===== src/hse_pkg.sv =====
`timescale 1ns / 1ps
// ----------------------------------------------------------------------------
// hse_pkg: shared types for the sort engine
// Cell control and the slot record passed between neighboring cells.
// ----------------------------------------------------------------------------
package hse_pkg;

  localparam int unsigned VALUE_W = 32;

  typedef logic signed [VALUE_W-1:0] value_t;

  // Broadcast from the controller to every cell.
  typedef struct packed {
    logic load;   // insert the broadcast value into the sorted row
    logic shift;  // drain: every cell takes its right neighbor's slot
  } cell_ctl_t;

  // What a cell shows its neighbors.
  typedef struct packed {
    logic   valid;  // slot holds an element
    logic   lt;     // broadcast value sorts before this slot (empty counts as +inf)
    value_t value;
  } slot_t;

endpackage


===== src/hse_cell.sv =====
`timescale 1ns / 1ps
// ----------------------------------------------------------------------------
// hse_cell: one slot of the insertion sort row
// Holds one element; on insert it keeps, takes the new value or takes the
// left neighbor's value; on drain it takes the right neighbor's value.
// ----------------------------------------------------------------------------
module hse_cell (
  input  logic               clk,
  input  logic               rst_n,
  input  hse_pkg::cell_ctl_t ctl,
  input  hse_pkg::value_t    new_value,
  input  hse_pkg::slot_t     left,
  input  hse_pkg::slot_t     right,
  output hse_pkg::slot_t     own
);

  logic            valid_r;
  logic            valid_nxt;
  hse_pkg::value_t value_r;
  hse_pkg::value_t value_nxt;
  logic            lt;

  assign lt = !valid_r || (new_value < value_r);

  always_comb begin
    valid_nxt = valid_r;
    value_nxt = value_r;
    if (ctl.shift) begin
      valid_nxt = right.valid;
      value_nxt = right.value;
    end else if (ctl.load) begin
      // row is a prefix of valid slots, so the left valid bit grows it by one
      valid_nxt = valid_r | left.valid;
      if (lt) begin
        value_nxt = left.lt ? left.value : new_value;
      end
    end
  end

  always_ff @(posedge clk) begin
    if (!rst_n) begin
      valid_r <= 1'b0;
    end else begin
      valid_r <= valid_nxt;
    end
  end

  always_ff @(posedge clk) begin
    value_r <= value_nxt;
  end

  assign own.valid = valid_r;
  assign own.lt    = lt;
  assign own.value = value_r;

endmodule


===== config.mk =====
export PLATFORM = sky130hd
export DESIGN_NAME = hse_cell
export DESIGN_NICKNAME = d
export VERILOG_FILES = /design/src/hse_pkg.sv /design/src/hse_cell.sv
export SDC_FILE = /design/constraint.sdc
export NUM_CORES = 1
export LEC_CHECK = 0
export CORE_UTILIZATION = 60
export CTS_CLUSTER_SIZE = 20
export DETAILED_ROUTE_END_ITERATION = 10
export DONT_BUFFER_PORTS = 1
export GPL_TIMING_DRIVEN = 1
export PLACE_DENSITY = 0.83
export SYNTH_ARGS = -nofsm -noshare
export SYNTH_HDL_FRONTEND = slang
export SYNTH_SLANG_ARGS = --single-unit

===== constraint.sdc =====
create_clock -name clk -period 3.3 [get_ports clk]
set_clock_uncertainty 0.1 [all_clocks]
set_input_delay 0.33 -clock clk [delete_from_list [all_inputs] [get_ports clk]]
set_output_delay 0.33 -clock clk [all_outputs]
set_load 0.02 [all_outputs]

==> results.toml <==
[clock_tree]
cts_tree = "built"
cts_inserted_buffers = 5
clk-insertion-delay-late_ns = 0.29
post_cts_buffers = 0
cts.clk_slew.worst_paths_ns = 0.07
cts-root-to-sink-buffers = 2
cts_root_buffer = "clkbuf_8"
numClockSinks = 33
clock_tree.htree_level_count = 2
postCtsResizedCells = 0
hold_buffers = 0

[worst_setup_path]
critical_path_peak_fanout = 3
worst_path_largest_cell_delay_ns = 0.51
crit_family = "compound AO/OA/AOI/OAI gates"
path_class = "reg -> out"
worstPathBufferInverterCount = 1
critical_path_arrival_ns = 2.63
critical_path.slowest_cell = "o41ai_1"
crit_path_start_kind = "flip-flop"
cp_data_required_time_ns = 2.87
timing.critical_path.cells = "inv_1 -> ha_1 -> nand4_1 -> o311a_1 -> o41ai_1 -> a21oi_1 -> mux2_2"
end_kind = "output port"

[floorplan]
std_cell_rows = 23
floorplan.core_area_um2 = 4000
die_h_um = 66.4
die-width_um = 66.4
initial_core_util_pct = 62.1
ioPinCount = 138
die_area_um2 = 4400

[global_route]
globalRouteOverflowTotal = 0
grt_pass1_vias = 1737
globalRouteTotalUtil_pct = 22.7
grt_pass1_wl_um = 7350
maximum_number_of_pins_on_one_net_before_global_route_repair = 68
grt_antenna_before_repair = 0

[pwr]
p_sw_mw = 0.361
p_int_mw = 0.780
cellPowerDensity_nw_per_um2 = 441
power.sequential.fraction_pct = 54.1
switching_power_share_of_the_total_pct = 31.6
p_leak_nw = 1.20
power.ir.vdd_worst_mv = 0.327
fraction_of_power_consumed_by_the_clock_network_pct = 25.7
comb_power_share_pct = 20.2

[detailed_routing]
detail_route.vias_per_cell = 5.97
wl_um = 5110
post-route-drc-count = 0
drtPass1Iterations = 6
met2_wirelength_um = 2580
vias = 1856
dr.max_layer_used = "met4"
met1Wirelength_um = 2000
ant_nets = 0
route.detailed.wl_per_inst_um = 16.4
detailroute.wirelength.met3_um = 469
drc_marker_count_from_the_first_detailed_route_iteration = 85

[layout]
p_r_area_growth_vs_syn_pct = 4.13
regArea_um2 = 981
number_of_inserted_diodes = 0
area_used_by_multi_input_combinational_logic_um2 = 1320
finish.utilization_pct = 64.7
num-nets-final = 395
fillers = 349
layout-drive-gt1-share_pct = 3.45

[run]
cap_violations = 0

[logic_synthesis]
synth.yosys.seq_area_share_pct = 39.5
fraction_of_registers_with_async_set_or_reset_after_synthesis_pct = 0
number_of_register_bits_inferred_by_synthesis = 33
synth.distinct_cells = 27
yosysWarnings = 0
syn_nets = 399
synth-edff-count = 32
netlist_instances = 264
synth_area_per_cell_um2 = 9.41
synthesis.area_um2 = 2480
synth-main-ff-cell = "edfxtp_1"

[timing]
unrepaired_setup_endpoints_after_global_routing = "no"
timing.final.setup_violations = 0
fmaxAchievable_mhz = 327
maxSlewHeadroom_pct = 64.9
finalHoldViolCount = 0
final.setup.tns_ns = 0
max_slew.worst_pin.slew_ns = 0.520
worst_slack_ns = 0.242
timing.final.crit_period_ns = 3.06
pins_over_their_slew_limit = 0
final.period_utilization_pct = 92.7

[place]
pre_cts_slack_ns = 0.311
gp_congestion = 0.741
place.detailed.hpwl_um = 3940
placement.io_buffers = 0

[status]
status = "completed"

[min_path]
min-delay-path-class = "in -> reg"
worst reg2reg max path: stages, from the launching register on:
cell and delay (ns):
edfxtp_1 0.48, inv_1 0.07, ha_1 0.36, nand4_1 0.19, nor2_1 0.06, a221o_1 0.29
a211o_1 0.30, or4b_1 0.48, o211a_1 0.12, buf_4 0.27
cells in the final DEF (no fill, tap or decap):
| cell | n |
|---|---|
| nor2_1 | 3 |
| mux2_2 | 1 |
| nor3_1 | 1 |
| o211a_1 | 1 |
| nand2_1 | 40 |
| clkinv_2 | 1 |
| buf_4 | 2 |
| o41ai_1 | 1 |
| ha_1 | 31 |
| a211o_1 | 2 |
| nor4_1 | 1 |
| a31oi_1 | 1 |
| dfxtp_1 | 1 |
| nand4_1 | 6 |
| a21oi_1 | 16 |
| o311a_1 | 1 |
| nand3_1 | 4 |
| a221o_1 | 1 |
| o21ai_0 | 37 |
| mux2i_1 | 32 |
| clkbuf_1 | 2 |
| edfxtp_1 | 32 |
| a41oi_1 | 1 |
| nand2b_1 | 2 |
| inv_1 | 33 |
| or4b_1 | 1 |
| a21o_1 | 2 |
| clkbuf_8 | 5 |
layout make-up:
type / count / area share [%]
Inverter: 33 / 4.79
Clock inverter: 1 / 0.193
Clock buffer: 7 / 2.95
Tap cell: 50 / 2.42
Sequential cell: 33 / 37.9
Multi-Input combinational cell: 185 / 51.2
Timing Repair Buffer: 2 / 0.580
registers in the layout (all words and copies together) (netlist names):
| register | count |
|---|---|
| valid_r | 1 |
| value_r | 32 |
power by group through the flow:
stage	Sequential (mW)	Clock, mW	Combinational [mW]
3_5_place_dp	0.627	0	0.232
2_1_floorplan	0.618	0	0.201
5_1_grt	0.624	0.317	0.268
3_3_place_gp	0.626	0	0.219
4_1_cts	0.618	0.299	0.234
6_report	0.618	0.293	0.231
layer usage:
metal  up-vias  track usage, %
li1        935               -
met1       828            23.4
met2        87            41.1
met3         6            7.93
met4         0            9.57
met5         -               0
path summary, 6_finish.rpt:
kind | to | start | depth (start not counted) | slack, ns
setup reg to reg | value_r[21]$_DFFE_PP_ | value_r[31]$_DFFE_PP_ | 9 | 0.27
setup / recovery | own[32] | value_r[7]$_DFFE_PP_ | 7 | 0.24
hold reg to reg | valid_r$_SDFFE_PN0P_ | valid_r$_SDFFE_PN0P_ | 2 | 0.63
hold / removal | valid_r$_SDFFE_PN0P_ | rst_n | 2 | 0.09
cell families after synthesis:
group	synth area share (%)
AOI/OAI and AO/OA	14.1
muxes	13.3
and+or+nand+nor	10.2
DFF	39.5
adders and majority gates	15.6
buffers and inverters	7.25
per-stage QoR:
step | power [mW] | hold WS (ns) | std cells | instance area, um2
after floorplan | 0.819 | 0.368 | 264 | 2480
after global placement | 0.845 | 0.375 | 303 | 2510
after detailed placement | 0.859 | 0.383 | 303 | 2510
after CTS | 1.15 | 0.0826 | 311 | 2590
after global routing | 1.21 | 0.0881 | 311 | 2590
final | 1.14 | 0.0877 | 311 | 2590
cells in the mapped netlist (all sizes together) (2+ instances only):
| cell | instances | area [um2] |
|---|---|---|
| nand2 | 40 | 150 |
| edfxtp | 32 | 961 |
| o21ai | 37 | 185 |
| nor2 | 3 | 11.3 |
| a21oi | 16 | 80.1 |
| clkbuf | 8 | 30.0 |
| a21o | 2 | 15.0 |
| nand3 | 4 | 20.0 |
| ha | 31 | 388 |
| nand4 | 6 | 37.5 |
| a211o | 2 | 17.5 |
| nand2b | 2 | 12.5 |
| mux2i | 32 | 320 |
| buf | 5 | 26.3 |
| inv | 33 | 124 |
Power figures use the tool's default switching activity.
